<file path="src/rtl/core/sfcd_pkg.sv">
package sfcd_pkg;

    // Frame and result kinds
    typedef enum logic {
        KIND_MEAS   = 1'b0,
        KIND_STATUS = 1'b1
    } t_kind;

    // Result error codes
    typedef enum logic [1:0] {
        ERR_OK         = 2'd0,
        ERR_FIRST_CRC  = 2'd1,
        ERR_SECOND_CRC = 2'd2
    } t_err;

    // Byte positions inside a frame
    localparam logic [2:0] POS_W1_HI  = 3'd0;
    localparam logic [2:0] POS_W1_LO  = 3'd1;
    localparam logic [2:0] POS_W1_CRC = 3'd2;
    localparam logic [2:0] POS_W2_HI  = 3'd3;
    localparam logic [2:0] POS_W2_LO  = 3'd4;
    localparam logic [2:0] POS_W2_CRC = 3'd5;

    localparam logic [7:0] CRC_INIT = 8'hFF;
    localparam logic [7:0] CRC_POLY = 8'h31;

    // Scaling: temperature -4500 + 17500*raw/65535, humidity 10000*raw/65535
    localparam logic [14:0] TEMP_SPAN   = 15'd17500;
    localparam logic [13:0] HUM_SPAN    = 14'd10000;
    localparam logic [15:0] TEMP_OFFSET = 16'd4500;
    localparam logic [16:0] SCALE_DIV   = 17'd65535;

    // 17500 * 65535 needs 31 bits
    localparam int PROD_W = 31;

    // One finished frame, handed from the front to the back
    typedef struct packed {
        t_kind       kind;
        t_err        err;
        logic [15:0] word_a;
        logic [15:0] word_b;
    } t_job;

    // CRC-8, MSB first, over one byte
    function automatic logic [7:0] crc8_byte(input logic [7:0] crc, input logic [7:0] data);
        logic [7:0] c;
        c = crc ^ data;
        for (int i = 0; i < 8; i++) begin
            if (c[7]) begin
                c = {c[6:0], 1'b0} ^ CRC_POLY;
            end else begin
                c = {c[6:0], 1'b0};
            end
        end
        return c;
    endfunction

    // floor(x / 65535) for x < 2^31 - 2^15: x = q0*65535 + (q0 + lo), one correction
    function automatic logic [14:0] div_65535(input logic [PROD_W-1:0] x);
        logic [14:0] q0;
        logic [16:0] rem;
        logic [14:0] q;
        q0  = x[PROD_W-1:16];
        rem = {1'b0, x[15:0]} + {2'b00, q0};
        if (rem >= SCALE_DIV) begin
            q = q0 + 15'd1;
        end else begin
            q = q0;
        end
        return q;
    endfunction

endpackage

</file>
<file path="src/rtl/core/sfcd_front.sv">
module sfcd_front (
    input  logic                 i_clk,
    input  logic                 i_rst_n,
    input  logic                 i_accept,
    input  logic [7:0]           i_rx_byte,
    input  logic                 i_frame_start,
    input  logic                 i_frame_kind,
    output logic                 o_push,
    output sfcd_pkg::t_job       o_job
);

    logic [2:0]             r_pos, n_pos;
    logic [7:0]             r_crc, n_crc;
    logic [15:0]            r_w1, n_w1;
    logic [15:0]            r_w2, n_w2;
    sfcd_pkg::t_kind        r_kind, n_kind;
    logic                   r_first_bad, n_first_bad;

    logic [2:0]             pos;
    logic [7:0]             crc_cur;
    logic [7:0]             crc_upd;
    logic                   crc_bad;

    always_comb begin
        n_kind = i_frame_start ? sfcd_pkg::t_kind'(i_frame_kind) : r_kind;
        pos     = i_frame_start ? sfcd_pkg::POS_W1_HI : r_pos;
        crc_cur = (pos == sfcd_pkg::POS_W1_HI) ? sfcd_pkg::CRC_INIT : r_crc;
        crc_upd = sfcd_pkg::crc8_byte(crc_cur, i_rx_byte);
        crc_bad = (crc_cur != i_rx_byte);

        n_pos       = r_pos;
        n_crc       = r_crc;
        n_w1        = r_w1;
        n_w2        = r_w2;
        n_first_bad = r_first_bad;
        o_push      = 1'b0;
        o_job.kind   = n_kind;
        o_job.err    = sfcd_pkg::ERR_OK;
        o_job.word_a = r_w1;
        o_job.word_b = r_w2;

        if (n_kind == sfcd_pkg::KIND_STATUS) begin
            case (pos)
                sfcd_pkg::POS_W1_HI: begin
                    n_w1  = {i_rx_byte, r_w1[7:0]};
                    n_crc = crc_upd;
                    n_pos = sfcd_pkg::POS_W1_LO;
                end
                sfcd_pkg::POS_W1_LO: begin
                    n_w1  = {r_w1[15:8], i_rx_byte};
                    n_crc = crc_upd;
                    n_pos = sfcd_pkg::POS_W1_CRC;
                end
                default: begin
                    n_pos     = sfcd_pkg::POS_W1_HI;
                    n_crc     = sfcd_pkg::CRC_INIT;
                    o_push    = 1'b1;
                    o_job.err = crc_bad ? sfcd_pkg::ERR_FIRST_CRC : sfcd_pkg::ERR_OK;
                end
            endcase
        end else begin
            case (pos)
                sfcd_pkg::POS_W1_HI: begin
                    n_w1  = {i_rx_byte, r_w1[7:0]};
                    n_crc = crc_upd;
                    n_pos = sfcd_pkg::POS_W1_LO;
                end
                sfcd_pkg::POS_W1_LO: begin
                    n_w1  = {r_w1[15:8], i_rx_byte};
                    n_crc = crc_upd;
                    n_pos = sfcd_pkg::POS_W1_CRC;
                end
                sfcd_pkg::POS_W1_CRC: begin
                    n_first_bad = crc_bad;
                    n_crc       = sfcd_pkg::CRC_INIT;
                    n_pos       = sfcd_pkg::POS_W2_HI;
                end
                sfcd_pkg::POS_W2_HI: begin
                    n_w2  = {i_rx_byte, r_w2[7:0]};
                    n_crc = crc_upd;
                    n_pos = sfcd_pkg::POS_W2_LO;
                end
                sfcd_pkg::POS_W2_LO: begin
                    n_w2  = {r_w2[15:8], i_rx_byte};
                    n_crc = crc_upd;
                    n_pos = sfcd_pkg::POS_W2_CRC;
                end
                default: begin
                    n_pos  = sfcd_pkg::POS_W1_HI;
                    n_crc  = sfcd_pkg::CRC_INIT;
                    o_push = 1'b1;
                    if (r_first_bad) begin
                        o_job.err = sfcd_pkg::ERR_FIRST_CRC;
                    end else if (crc_bad) begin
                        o_job.err = sfcd_pkg::ERR_SECOND_CRC;
                    end else begin
                        o_job.err = sfcd_pkg::ERR_OK;
                    end
                end
            endcase
        end
        o_push = o_push & i_accept;
    end

    always_ff @(posedge i_clk) begin
        if (!i_rst_n) begin
            r_pos       <= sfcd_pkg::POS_W1_HI;
            r_crc       <= sfcd_pkg::CRC_INIT;
            r_w1        <= '0;
            r_w2        <= '0;
            r_kind      <= sfcd_pkg::KIND_MEAS;
            r_first_bad <= 1'b0;
        end else if (i_accept) begin
            r_pos       <= n_pos;
            r_crc       <= n_crc;
            r_w1        <= n_w1;
            r_w2        <= n_w2;
            r_kind      <= n_kind;
            r_first_bad <= n_first_bad;
        end
    end

endmodule

</file>
<file path="src/rtl/core/sfcd_queue.sv">
module sfcd_queue #(
    parameter int DEPTH = 4
) (
    input  logic             i_clk,
    input  logic             i_rst_n,
    input  logic             i_push,
    input  sfcd_pkg::t_job   i_job,
    input  logic             i_pop,
    output logic             o_full,
    output logic             o_valid,
    output sfcd_pkg::t_job   o_job
);

    localparam int PW = (DEPTH > 1) ? $clog2(DEPTH) : 1;
    localparam int CW = $clog2(DEPTH + 1);

    sfcd_pkg::t_job r_mem [DEPTH];
    logic [PW-1:0]  r_wr_ptr, n_wr_ptr;
    logic [PW-1:0]  r_rd_ptr, n_rd_ptr;
    logic [CW-1:0]  r_count, n_count;
    logic           do_push;
    logic           do_pop;

    assign o_full  = (r_count == CW'(DEPTH));
    assign o_valid = (r_count != '0);
    assign o_job   = r_mem[r_rd_ptr];
    assign do_push = i_push && !o_full;
    assign do_pop  = i_pop && o_valid;

    always_comb begin
        n_wr_ptr = r_wr_ptr;
        n_rd_ptr = r_rd_ptr;
        n_count  = r_count;
        if (do_push) begin
            n_wr_ptr = (r_wr_ptr == PW'(DEPTH - 1)) ? '0 : r_wr_ptr + 1'b1;
        end
        if (do_pop) begin
            n_rd_ptr = (r_rd_ptr == PW'(DEPTH - 1)) ? '0 : r_rd_ptr + 1'b1;
        end
        if (do_push && !do_pop) begin
            n_count = r_count + 1'b1;
        end else if (do_pop && !do_push) begin
            n_count = r_count - 1'b1;
        end
    end

    always_ff @(posedge i_clk) begin
        if (!i_rst_n) begin
            r_wr_ptr <= '0;
            r_rd_ptr <= '0;
            r_count  <= '0;
        end else begin
            r_wr_ptr <= n_wr_ptr;
            r_rd_ptr <= n_rd_ptr;
            r_count  <= n_count;
        end
    end

    always_ff @(posedge i_clk) begin
        if (do_push) begin
            r_mem[r_wr_ptr] <= i_job;
        end
    end

endmodule

</file>
<file path="src/rtl/core/sfcd_back.sv">
module sfcd_back (
    input  logic                  i_clk,
    input  logic                  i_rst_n,
    input  logic                  i_job_valid,
    input  sfcd_pkg::t_job        i_job,
    output logic                  o_pop,
    input  logic                  i_stall,
    output logic                  o_valid,
    output logic                  o_result_kind,
    output logic [1:0]            o_error_code,
    output logic signed [14:0]    o_temperature_centi,
    output logic [13:0]           o_humidity_centi,
    output logic [15:0]           o_status_word
);

    // Multiply stage
    logic                          r_s1_valid;
    sfcd_pkg::t_kind               r_s1_kind;
    sfcd_pkg::t_err                r_s1_err;
    logic [15:0]                   r_s1_word;
    logic [sfcd_pkg::PROD_W-1:0]   r_s1_prod_t;
    logic [sfcd_pkg::PROD_W-1:0]   r_s1_prod_h;

    // Output register
    logic                          r_out_valid;
    logic                          r_out_kind;
    logic [1:0]                    r_out_err;
    logic [14:0]                   r_out_temp;
    logic [13:0]                   r_out_hum;
    logic [15:0]                   r_out_status;

    logic                          out_adv;
    logic                          s1_adv;
    logic [14:0]                   q_t;
    logic [14:0]                   q_h;
    logic [15:0]                   temp_full;
    logic [14:0]                   n_temp;
    logic [13:0]                   n_hum;
    logic [15:0]                   n_status;

    assign out_adv = !r_out_valid || !i_stall;
    assign s1_adv  = !r_s1_valid || out_adv;
    assign o_pop   = i_job_valid && s1_adv;

    always_comb begin
        q_t       = sfcd_pkg::div_65535(r_s1_prod_t);
        q_h       = sfcd_pkg::div_65535(r_s1_prod_h);
        temp_full = {1'b0, q_t} - sfcd_pkg::TEMP_OFFSET;
        n_temp    = '0;
        n_hum     = '0;
        n_status  = '0;
        if (r_s1_err == sfcd_pkg::ERR_OK) begin
            if (r_s1_kind == sfcd_pkg::KIND_STATUS) begin
                n_status = r_s1_word;
            end else begin
                n_temp = temp_full[14:0];
                n_hum  = q_h[13:0];
            end
        end
    end

    always_ff @(posedge i_clk) begin
        if (!i_rst_n) begin
            r_s1_valid  <= 1'b0;
            r_out_valid <= 1'b0;
        end else begin
            if (s1_adv) begin
                r_s1_valid <= i_job_valid;
            end
            if (out_adv) begin
                r_out_valid <= r_s1_valid;
            end
        end
    end

    always_ff @(posedge i_clk) begin
        if (o_pop) begin
            r_s1_kind   <= i_job.kind;
            r_s1_err    <= i_job.err;
            r_s1_word   <= i_job.word_a;
            r_s1_prod_t <= sfcd_pkg::PROD_W'(sfcd_pkg::TEMP_SPAN)
                           * sfcd_pkg::PROD_W'(i_job.word_a);
            r_s1_prod_h <= sfcd_pkg::PROD_W'(sfcd_pkg::HUM_SPAN)
                           * sfcd_pkg::PROD_W'(i_job.word_b);
        end
        if (out_adv && r_s1_valid) begin
            r_out_kind   <= r_s1_kind;
            r_out_err    <= r_s1_err;
            r_out_temp   <= n_temp;
            r_out_hum    <= n_hum;
            r_out_status <= n_status;
        end
    end

    assign o_valid             = r_out_valid;
    assign o_result_kind       = r_out_kind;
    assign o_error_code        = r_out_err;
    assign o_temperature_centi = $signed(r_out_temp);
    assign o_humidity_centi    = r_out_hum;
    assign o_status_word       = r_out_status;

endmodule

</file>
<file path="src/rtl/core/sensor_frame_crc_decoder.sv">
// Channel   Handshake            Payload
// ------    -------------------  ---------------------------------------------------------
// input     i_valid / o_stall    i_rx_byte, i_frame_start, i_frame_kind
// output    o_valid / i_stall    o_result_kind, o_error_code, o_temperature_centi,
//                                o_humidity_centi, o_status_word
//
// One byte item is taken every cycle while the frame queue has room.
// After the last byte of its frame is taken, a result passes through the queue,
// the multiply stage and the output register before it appears on the output.
// Reset (synchronous, active low) empties the queue and the pipeline and restarts
// framing at the first byte of a measurement frame.
// A stall on the output holds the back pipeline; bytes keep flowing until the
// QUEUE_DEPTH-entry queue fills, which raises o_stall.
module sensor_frame_crc_decoder #(
    parameter int QUEUE_DEPTH = 4
) (
    input  logic                 i_clk,
    input  logic                 i_rst_n,
    input  logic                 i_valid,
    output logic                 o_stall,
    input  logic [7:0]           i_rx_byte,
    input  logic                 i_frame_start,
    input  logic                 i_frame_kind,
    output logic                 o_valid,
    input  logic                 i_stall,
    output logic                 o_result_kind,
    output logic [1:0]           o_error_code,
    output logic signed [14:0]   o_temperature_centi,
    output logic [13:0]          o_humidity_centi,
    output logic [15:0]          o_status_word
);

    logic            accept;
    logic            push;
    sfcd_pkg::t_job  front_job;
    logic            queue_full;
    logic            queue_valid;
    sfcd_pkg::t_job  queue_job;
    logic            pop;

    // Take a byte only when the queue can hold whatever frame it closes
    assign o_stall = queue_full;
    assign accept  = i_valid && !queue_full;

    // Front: track byte position, run the CRC, assemble words, close frames
    sfcd_front u_front (
        .i_clk         (i_clk),
        .i_rst_n       (i_rst_n),
        .i_accept      (accept),
        .i_rx_byte     (i_rx_byte),
        .i_frame_start (i_frame_start),
        .i_frame_kind  (i_frame_kind),
        .o_push        (push),
        .o_job         (front_job)
    );

    // Hold finished frames so that an output stall does not stop the byte stream
    sfcd_queue #(
        .DEPTH (QUEUE_DEPTH)
    ) u_queue (
        .i_clk   (i_clk),
        .i_rst_n (i_rst_n),
        .i_push  (push),
        .i_job   (front_job),
        .i_pop   (pop),
        .o_full  (queue_full),
        .o_valid (queue_valid),
        .o_job   (queue_job)
    );

    // Back: scale the raw words, zero fields on error, drive the result
    sfcd_back u_back (
        .i_clk               (i_clk),
        .i_rst_n             (i_rst_n),
        .i_job_valid         (queue_valid),
        .i_job               (queue_job),
        .o_pop               (pop),
        .i_stall             (i_stall),
        .o_valid             (o_valid),
        .o_result_kind       (o_result_kind),
        .o_error_code        (o_error_code),
        .o_temperature_centi (o_temperature_centi),
        .o_humidity_centi    (o_humidity_centi),
        .o_status_word       (o_status_word)
    );

endmodule

</file>
<file path="config.mk">
export PLATFORM = sky130hd
export DESIGN_NAME = sensor_frame_crc_decoder
export DESIGN_NICKNAME = d
export VERILOG_FILES = /design/src/rtl/core/sfcd_pkg.sv /design/src/rtl/core/sfcd_front.sv /design/src/rtl/core/sfcd_queue.sv /design/src/rtl/core/sfcd_back.sv /design/src/rtl/core/sensor_frame_crc_decoder.sv
export SDC_FILE = /design/constraint.sdc
export NUM_CORES = 1
export LEC_CHECK = 0
export BUFFER_PORTS_ARGS = -buffer_cell sky130_fd_sc_hd__buf_2
export CORE_MARGIN = 3
export CORE_UTILIZATION = 60
export DETAILED_ROUTE_END_ITERATION = 8
export PLACE_DENSITY = 0.77
export SLEW_MARGIN = 20
export SYNTH_ARGS = -nofsm -noshare
export SYNTH_HDL_FRONTEND = slang
export SYNTH_SLANG_ARGS = --single-unit
</file>
<file path="constraint.sdc">
create_clock -name i_clk -period 13.3 [get_ports i_clk]
set_input_delay 1.33 -clock i_clk [delete_from_list [all_inputs] [get_ports i_clk]]
set_output_delay 1.33 -clock i_clk [all_outputs]
set_load 0.005 [all_outputs]
</file>
; ---- Word-level counts from Yosys, hierarchy flattened
; Memories as Yosys holds them, arrays and structs flattened. A register that Yosys moved wholly into a read port is not among the register bits.
; Cells that the tools add are included.
[totals]
wordCells = 128
inputBits = 14
out_inout_bits = 50
register_bits = 176
ramBits = 140
mem_count = 1
[memory_table]
columns = memory, words, word_bits, read_ports, rd_clocked_by_memory_dff, write_ports, line_no
row1 = u_queue.r_mem, 4, 35, 1, 1, 1, sfcd_queue.sv:17  ; sfcd_pkg::t_job r_mem [DEPTH];
[classes]
bitwise = 16
n_mul = 2
n_reduce_logical = 29
mux = 38
n_addsub = 9
eq_ne = 8
n_lt_le_gt_ge = 2
[ops]
columns = operator, n
row1 = $pmux 16 s2, 2
row2 = $mux 6, 8
row3 = $ge 17x16->1 const B, 2
row4 = $mux 8, 4
row5 = $mul 13x16->29 const A, 1
row6 = $mul 10x16->26 const A, 1
row7 = $not 3->3, 8
row8 = $mux 2, 9
row9 = $add 16x14->17, 1
row10 = $add 16x15->17, 1
row11 = $add 15x1->15 const B, 1
row12 = $mux 15, 1
row13 = $pmux 3 s5, 1
row14 = $sub 15x13->15 const B, 1
row15 = $add 14x1->14 const B, 1
row16 = $mux 14, 1
row17 = $mux 3, 4
row18 = $reduce_and 3->1, 3
row19 = $ne 8x8->1, 1
row20 = $reduce_and 4->1, 2
row21 = $xor 8x8->8, 1
row22 = $logic_and 1x1->1, 7
row23 = $mux 1, 7
row24 = $eq 3x2->1 const B, 2
row25 = other kinds (19), 34

; ---- Longest topological paths before layout
; Gate-level depths: netlist of run 1.
[logic_depth]
ltp_word = 22
ltp_mapped = 25
depth_no_buf = 23

; ---- Modules after synthesis
; From an unflattened synthesis of run 1, not the netlist that was laid out.
[hier_totals]
hier_cells = 1621
area_unflattened_um2 = 19675.1
[by_module_without_submodules]
columns = module, instances, cells_per_inst, seq_area_each_um2, area_each_um2
row1 = sfcd_back, 1, 1138, 3673.5, 11862.6
row2 = sfcd_queue, 1, 234, 4384.2, 5584.1
row3 = sfcd_front, 1, 248, 900.9, 2214.6
row4 = sensor_frame_crc_decoder, 1, 1, 0.0, 13.8

; ---- Worst setup path after synthesis of run 1
; OpenSTA, ideal clock, no wires.
[synth_path]
kind = input to register
startpoint = input port i_stall
endpoint = register u_queue.r_count[2]
required_ns = 13.230
path_slack_ns = 6.513
setup_time_ns = 0.070
path_stages = 8
arrival_time_ns = 6.716
path_cell_list = a31oi_1 -> inv_1 -> ha_1 -> inv_1 -> fa_1 -> xor2_1 -> or3_1 -> a21oi_1
[synth_via]
elab_chain_cells = 8
[synth_lines]
columns = item, line_no
row1 = from (decl), sensor_frame_crc_decoder.sv:25  ; input logic i_stall,
row2 = $logic_not 1->1 (*), sfcd_back.sv:41  ; assign out_adv = !r_out_valid || !i_stall;
row3 = $logic_or 1x1->1 (*), sfcd_back.sv:41
row4 = $logic_or 1x1->1 (*), sfcd_back.sv:42  ; assign s1_adv = !r_s1_valid || out_adv;
row5 = $logic_and 1x1->1 (*), sfcd_back.sv:43  ; assign o_pop = i_job_valid && s1_adv;
row6 = $logic_and 1x1->1 (*), sfcd_queue.sv:28  ; assign do_pop = i_pop && o_valid;
row7 = $logic_not 1->1, sfcd_queue.sv:40  ; if (do_push && !do_pop) begin
row8 = $logic_and 1x1->1, sfcd_queue.sv:40
row9 = $mux 3 or $reduce_bool 2->1 (tied branches), n/a
row10 = to (signal assigned), sfcd_queue.sv:55  ; r_count <= n_count;
row11 = to (decl), sfcd_queue.sv:20  ; logic [CW-1:0] r_count, n_count;
; Every way passes the cells marked *; elsewhere a longest branch is shown, timed or not.
; A chain may end at the register's enable or synchronous reset.

==> impl_metrics.toml, run 1 <==
[status]
status = "finished clean"

[cts]
holdBufCountCts = 0
cts_tree = "yes"
numClockSinks = 317
insertion_delay_ns = 0.53
numCtsBuffers = 34
clockBufferDepth = 3
cts_root_buf = "clkbuf_16"
clkTransAtPathRegs_ns = 0.06
cts_htree_levels = 2
post_cts_buffers = 0
cts_resized = 0

[worst_setup_path]
end_kind = "flip-flop"
critPathMaxStageDelay_ns = 0.69
start_kind = "flip-flop"
path_max_fanout = 35
crit_slowest_cell = "mux4_2"
critPathKind = "reg2reg"
cp_num_buf_inv = 5
required_ns = 13.56
crit_arrival_ns = 6.92
crit_chain = "buf_4 > mux4_2 > ha_1 > inv_1 > fa_1 > inv_1 > ha_1 > ha_1 > inv_1 > fa_1 > inv_1 > ha_1 > a21o_1 > a21oi_1 > o21ai_0 > a31oi_1 > a211oi_1 > o21a_1 > o21a_1 > nor4_1 > nor3_1 > a41oi_1 > a21oi_1 > xor2_1"
crit_family = "adder cells"

[timing]
final_max_slew_viol_count = 0
timing.slew.headroom = 0.2959
hold_viol = 0
fmax_mhz = 150.2
period_needed_ns = 6.659
rsz0062_at_grt = "false"
tns_ns = 0
finalCritPeriodShare = 0.5007
setup_violations = 0
worstMarginPinSlew_ns = 1.052
fin_skew_ns = 0.01786

[job]
drv_cap = 0

[synthesis]
ys_ff_latch = 317
dominantRegCellSynth = "edfxtp_1"
ys_async_sr_fraction = 0
yosys.area.top_type = "edfxtp_1"
synth_top_area_share = 0.4046
ys.warnings.count = 0
synth_area_leaders = "edfxtp_1, ha_1, fa_1"
synth_most_common_cell = "edfxtp_1"
postSynthCellCount = 1633
syn-num-nets = 1930
syn_avg_cell_area_um2 = 11.86
synth_area_um2 = 19370
yosysSeqAreaShare = 0.4625
synth_common_cells = "edfxtp_1, inv_1, ha_1"
synth_edf_count = 261
ys_types = 72

[placement]
routabilityCongestion = 0.8926
dp.final_hpwl_um = 27720
port_buffers = 63

[drt]
drtIter0Drc = 841
avgRoutedWirePerCell_um = 17.65
final_antenna_net_count = 0
vias_per_cell = 5.687
wl_um = 37530
drtPass1Iterations = 5
dr_total_vias = 12100
drc_errors = 0

[global_routing]
grt_pass1_wl_um = 62270
grt_pass1_vias = 12120
grt_start_max_net_pins = 76
grt_usage = 0.2266
grt_antenna_before_repair = 0
grt_overflow = 0

[layout]
nets = 1996
area_delta_synth_final_pct = 9.740
num_antenna_cells = 0
multiInputGateArea_um2 = 9400
filler_cell_count = 2267
drive_gt1_frac = 0.1043
seq_area_um2 = 8960

[die]
initial_core_util = 0.6107
die_area_um2 = 34480
io_pins = 64
die_height_um = 185.7
core_um2 = 31720
num_rows = 65
die_x_um = 185.7

[worst_hold_path]
hold_class = "reg2reg"
-- placed cells by master (no fill, tap or decap), drive strengths merged, types with 12 or more instances in the layout --
master / netlist / routed
edfxtp: 261 / 261
inv: 236 / 241
ha: 200 / 200
a21oi: 92 / 92
nor2: 90 / 90
nand2: 88 / 88
fa: 83 / 83
buf: 5 / 72
xnor2: 70 / 70
dfxtp: 56 / 56
o21ai: 45 / 45
clkbuf: 37 / 44
mux4: 35 / 35
nand3: 33 / 33
xor2: 31 / 31
nor3: 27 / 27
and2: 27 / 27
a21o: 23 / 23
mux2i: 14 / 14
nand4: 13 / 13
a31oi: 13 / 13
a211oi: 12 / 12
-- per-layer routing --
layer / wire length [um] / track usage / up-vias / part of all wire
met1: 17040 / 0.3190 / 5831 / 0.45
met2: 17620 / 0.3728 / 292 / 0.47
li1: - / - / 5901 / -
met4: 1073 / 0.06851 / 0 / 0.029
met5: 0 / 0 / - / 0
met3: 1795 / 0.02970 / 73 / 0.048
-- stage by stage --
step           instances  setup slack [ns]  instance area (um^2)    util  hold WS [ns]
2_1_floorplan       1633             6.513                 19370       -        0.4570
3_3_place_gp        2065             6.773                 20130  0.6347        0.4690
3_5_place_dp        2065             6.614                 20130  0.6347        0.4800
4_1_cts             2127             6.611                 21260  0.6702        0.4962
5_1_grt             2127             6.073                 21260  0.6702        0.5110
6_report            2127             6.641                 21260  0.6702        0.4954
-- area by class of cell --
class                           count  share of cell area
Clock buffer                       44             0.04273
Clock inverter                     18             0.01024
Inverter                          236             0.04167
Multi-Input combinational cell   1038              0.4422
Sequential cell                   317              0.4215
Tap cell                          402             0.02366
Timing Repair Buffer               72             0.01801
-- cells by family (layout without fill, tap and decap cells) --
family | count (synthesis) | in the layout | synth area share
buf+inv | 278 | 370 | 0.05413
simple gates | 349 | 349 | 0.08849
mux | 51 | 51 | 0.04909
compound gates | 254 | 254 | 0.08520
fa+ha+maj | 283 | 283 | 0.2150
xor+xnor | 101 | 101 | 0.04567
flops | 317 | 317 | 0.4625
-- worst min-delay path, cell delays in order (launching register included) --
cell and delay (ns):
dfxtp_1 0.32, o22ai_1 0.08, nand2_1 0.06
-- state kept, by name, summed over array words and instances, names as in the netlist, 3 cells and up, named ones only --
register,count
u_back.o_humidity_centi,14
u_back.o_status_word,16
u_back.o_temperature_centi,15
u_back.r_s1_prod_h,26
u_back.r_s1_prod_t,28
u_back.r_s1_word,16
u_front.r_crc,8
u_front.r_pos,3
u_front.r_w1,16
u_front.r_w2,16
u_queue.r_count,3
u_queue.r_mem,140
-- path summary, 6_finish.rpt --
path | from | cells past startpoint | slack (ns) | end
max | flip-flop | 24 | 6.64 | u_back.r_s1_prod_t[29]
min | u_front.r_crc[3] | 2 | 0.50 | u_front.r_crc[3]
max reg2reg | flip-flop | 24 | 6.64 | u_back.r_s1_prod_t[29]
min reg2reg | u_front.r_crc[3] | 2 | 0.50 | u_front.r_crc[3]
Power of run 1 is not shown: default switching activity piles up to over one toggle a cycle in this logic, so the estimate is an artifact.
==> inputs of run 2 (changes only) <==
--- a/config.mk
+++ b/config.mk
@@ -5,6 +5,7 @@
 export SDC_FILE = /design/constraint.sdc
 export NUM_CORES = 1
 export LEC_CHECK = 0
+export ABC_AREA = 1
 export BUFFER_PORTS_ARGS = -buffer_cell sky130_fd_sc_hd__buf_2
 export CORE_MARGIN = 3
 export CORE_UTILIZATION = 60
==> constraint.sdc (replaced) <==
create_clock -name i_clk -period 7 [get_ports i_clk]
set_input_delay 0.7 -clock i_clk [delete_from_list [all_inputs] [get_ports i_clk]]
set_output_delay 0.7 -clock i_clk [all_outputs]
set_load 0.005 [all_outputs]
==> impl_metrics.toml, run 2 <==
[timing]
worstMarginPinSlew_ns = 0.9803
rsz0062_at_grt = "false"
final_max_slew_viol_count = 0
finalCritPeriodShare = 0.9204
period_needed_ns = 6.443
setup_slack_ns = 0.5570
hold_viol = 0
setup_violations = 0
fmax_mhz = 155.2
fin_skew_ns = 0.02237
tns_ns = 0
timing.slew.headroom = 0.3465

[layout]
final_common_cell = "inv_1"
final_util = 0.6896
top_regs = "u_queue.r_mem x140, u_back.r_s1_prod_t x28, u_back.r_s1_prod_h x26"
seq_area_um2 = 8960
most-common-layout-cells = "inv_1, nand2_1, edfxtp_1"
largest_register_ff_count = 140
multiInputGateArea_um2 = 9348
filler_cell_count = 2321
fin_cells = 2563
area_delta_synth_final_pct = 11.58
drive_gt1_frac = 0.09492
largest_register = "u_queue.r_mem"
nets = 2401
num_antenna_cells = 0

[synthesis]
dominantRegCellSynth = "edfxtp_1"
synth_area_leaders = "edfxtp_1, ha_1, fa_1"
synth_area_um2 = 19750
synth_most_common_cell = "inv_1"
synth_edf_count = 261
ys_async_sr_fraction = 0
postSynthCellCount = 2010
syn_avg_cell_area_um2 = 9.828
ys_types = 53
synth_common_cells = "inv_1, nand2_1, edfxtp_1"
syn-num-nets = 2307
yosys.area.top_type = "edfxtp_1"
synth_top_area_share = 0.3968
ys.warnings.count = 0
ys_ff_latch = 317
yosysSeqAreaShare = 0.4535

[drt]
drc_errors = 0
vias_per_cell = 5.493
drtPass1Iterations = 6
final_antenna_net_count = 0
wl_um = 41330
drtIter0Drc = 842
avgRoutedWirePerCell_um = 16.12
dr_total_vias = 14080

[placement]
dpl.cell_count = 2499
pre_cts_ws_ns = 0.4771
dp.final_hpwl_um = 30680
routabilityCongestion = 0.9404
port_buffers = 63

[die]
num_rows = 65
initial_core_util = 0.6180
die_x_um = 187.4
die_height_um = 187.4
io_pins = 64
die_area_um2 = 35140
core_um2 = 31960

[worst_hold_path]
hold_class = "in2reg"
worstHoldPathCells = 3
whs_endpoint = "u_back.o_valid"
hp-start = "i_stall"

[cts]
numClockSinks = 317
insertion_delay_ns = 0.52
post_cts_buffers = 0
cts_tree = "yes"
numCtsBuffers = 35
cts_resized = 0
cts_root_buf = "clkbuf_16"
clockBufferDepth = 3
holdBufCountCts = 0
clkTransAtPathRegs_ns = 0.06
cts_htree_levels = 2

[status]
status = "finished clean"

[global_routing]
grt_start_max_net_pins = 77
grt_antenna_before_repair = 0
grt_usage = 0.2381
grt_pass1_vias = 13920
grt_pass1_wl_um = 68840
grt_overflow = 0

[worst_setup_path]
start_kind = "flip-flop"
critPathKind = "reg2reg"
path_common_cell = "inv_1"
crit_arrival_ns = 6.69
crit_chain = "buf_4 > nand2_1 > a32oi_2 > inv_1 > fa_1 > inv_1 > ha_1 > fa_1 > inv_1 > fa_1 > inv_1 > ha_1 > nand2_1 > nor4_1 > a21oi_1 > nor3_1 > nor2_1 > o21ai_0 > a31oi_1 > xor2_1"
end_kind = "flip-flop"
path_max_fanout = 39
required_ns = 7.24
rr_worst_depth = 20
r2r-end = "u_back.r_s1_prod_t[27]"
crit_slowest_cell = "dfxtp_2"
r2r_slack_ns = 0.56
critPathMaxStageDelay_ns = 0.70

[job]
drv_cap = 0
-- run 2: cell types whose count changed after synthesis, sizes merged, moves of 21 or more --
cell / previous run / this run
a21o: 23 / 1
a21oi: 92 / 142
a32oi: 0 / 21
and2: 27 / 2
inv: 236 / 353
mux4: 35 / 0
nand2: 88 / 330
nand3: 33 / 76
nor2: 90 / 173
o21ai: 45 / 95
xnor2: 70 / 30
-- run 2: final cells by class --
cell class | count | area share
clock buffers | 40 | 0.04292
well taps | 435 | 0.02469
multi-input cells | 1301 | 0.4241
inverters | 356 | 0.06068
flip-flops and latches | 317 | 0.4065
repair buffers | 93 | 0.02918
clock inverters | 21 | 0.01192
-- run 2: worst max-delay path by stage --
stage	depth (start not counted)	endpoint	start
6_report	20	u_back.r_s1_prod_t[27]	flip-flop
4_1_cts	20	u_back.r_s1_prod_t[27]	flip-flop
5_1_grt	20	u_back.r_s1_prod_t[27]	flip-flop
2_1_floorplan	29	u_back.r_s1_prod_h[29]	flip-flop
3_3_place_gp	20	u_back.r_s1_prod_t[27]	flip-flop
3_5_place_dp	20	u_back.r_s1_prod_t[27]	flip-flop
-- run 2: cell families (layout without fill, tap and decap cells) --
| kind of cell | count (synthesis) | after routing | synth area share |
|---|---|---|---|
| and+or+nand+nor | 632 | 632 | 0.1359 |
| buffers and inverters | 392 | 510 | 0.07582 |
| adders and majority gates | 283 | 283 | 0.2108 |
| DFF | 317 | 317 | 0.4535 |
| AOI/OAI and AO/OA | 307 | 307 | 0.08899 |
| xor gates and xnor gates | 79 | 79 | 0.03503 |
-- run 2: worst max-delay path: cells and delay by family, from the launching register on --
| kind | cells | cell delay (ns) |
|---|---|---|
| xor+xnor | 1 | 0.18 |
| flops | 1 | 0.70 |
| compound gates | 4 | 1.33 |
| fa+ha+maj | 5 | 2.29 |
| buf+inv | 5 | 0.86 |
| simple gates | 5 | 0.78 |
-- run 2: per-layer routing --
| metal | vias to the layer above | share of wire | track usage |
|---|---|---|---|
| met1 | 6641 | 0.43 | 0.3211 |
| li1 | 6903 | - | - |
| met4 | 0 | 0.025 | 0.07128 |
| met3 | 83 | 0.062 | 0.03729 |
| met2 | 452 | 0.48 | 0.4015 |
| met5 | - | 0 | 0 |
-- run 2: metrics by stage --
step	area, um^2	hold WS, ns
floorplan	19750	0.4414
global placement	20710	0.4525
detailed placement	20760	0.4545
CTS	21970	0.4341
global route	22040	0.4627
finish	22040	0.4454
Power of run 2 is left out for the same reason.
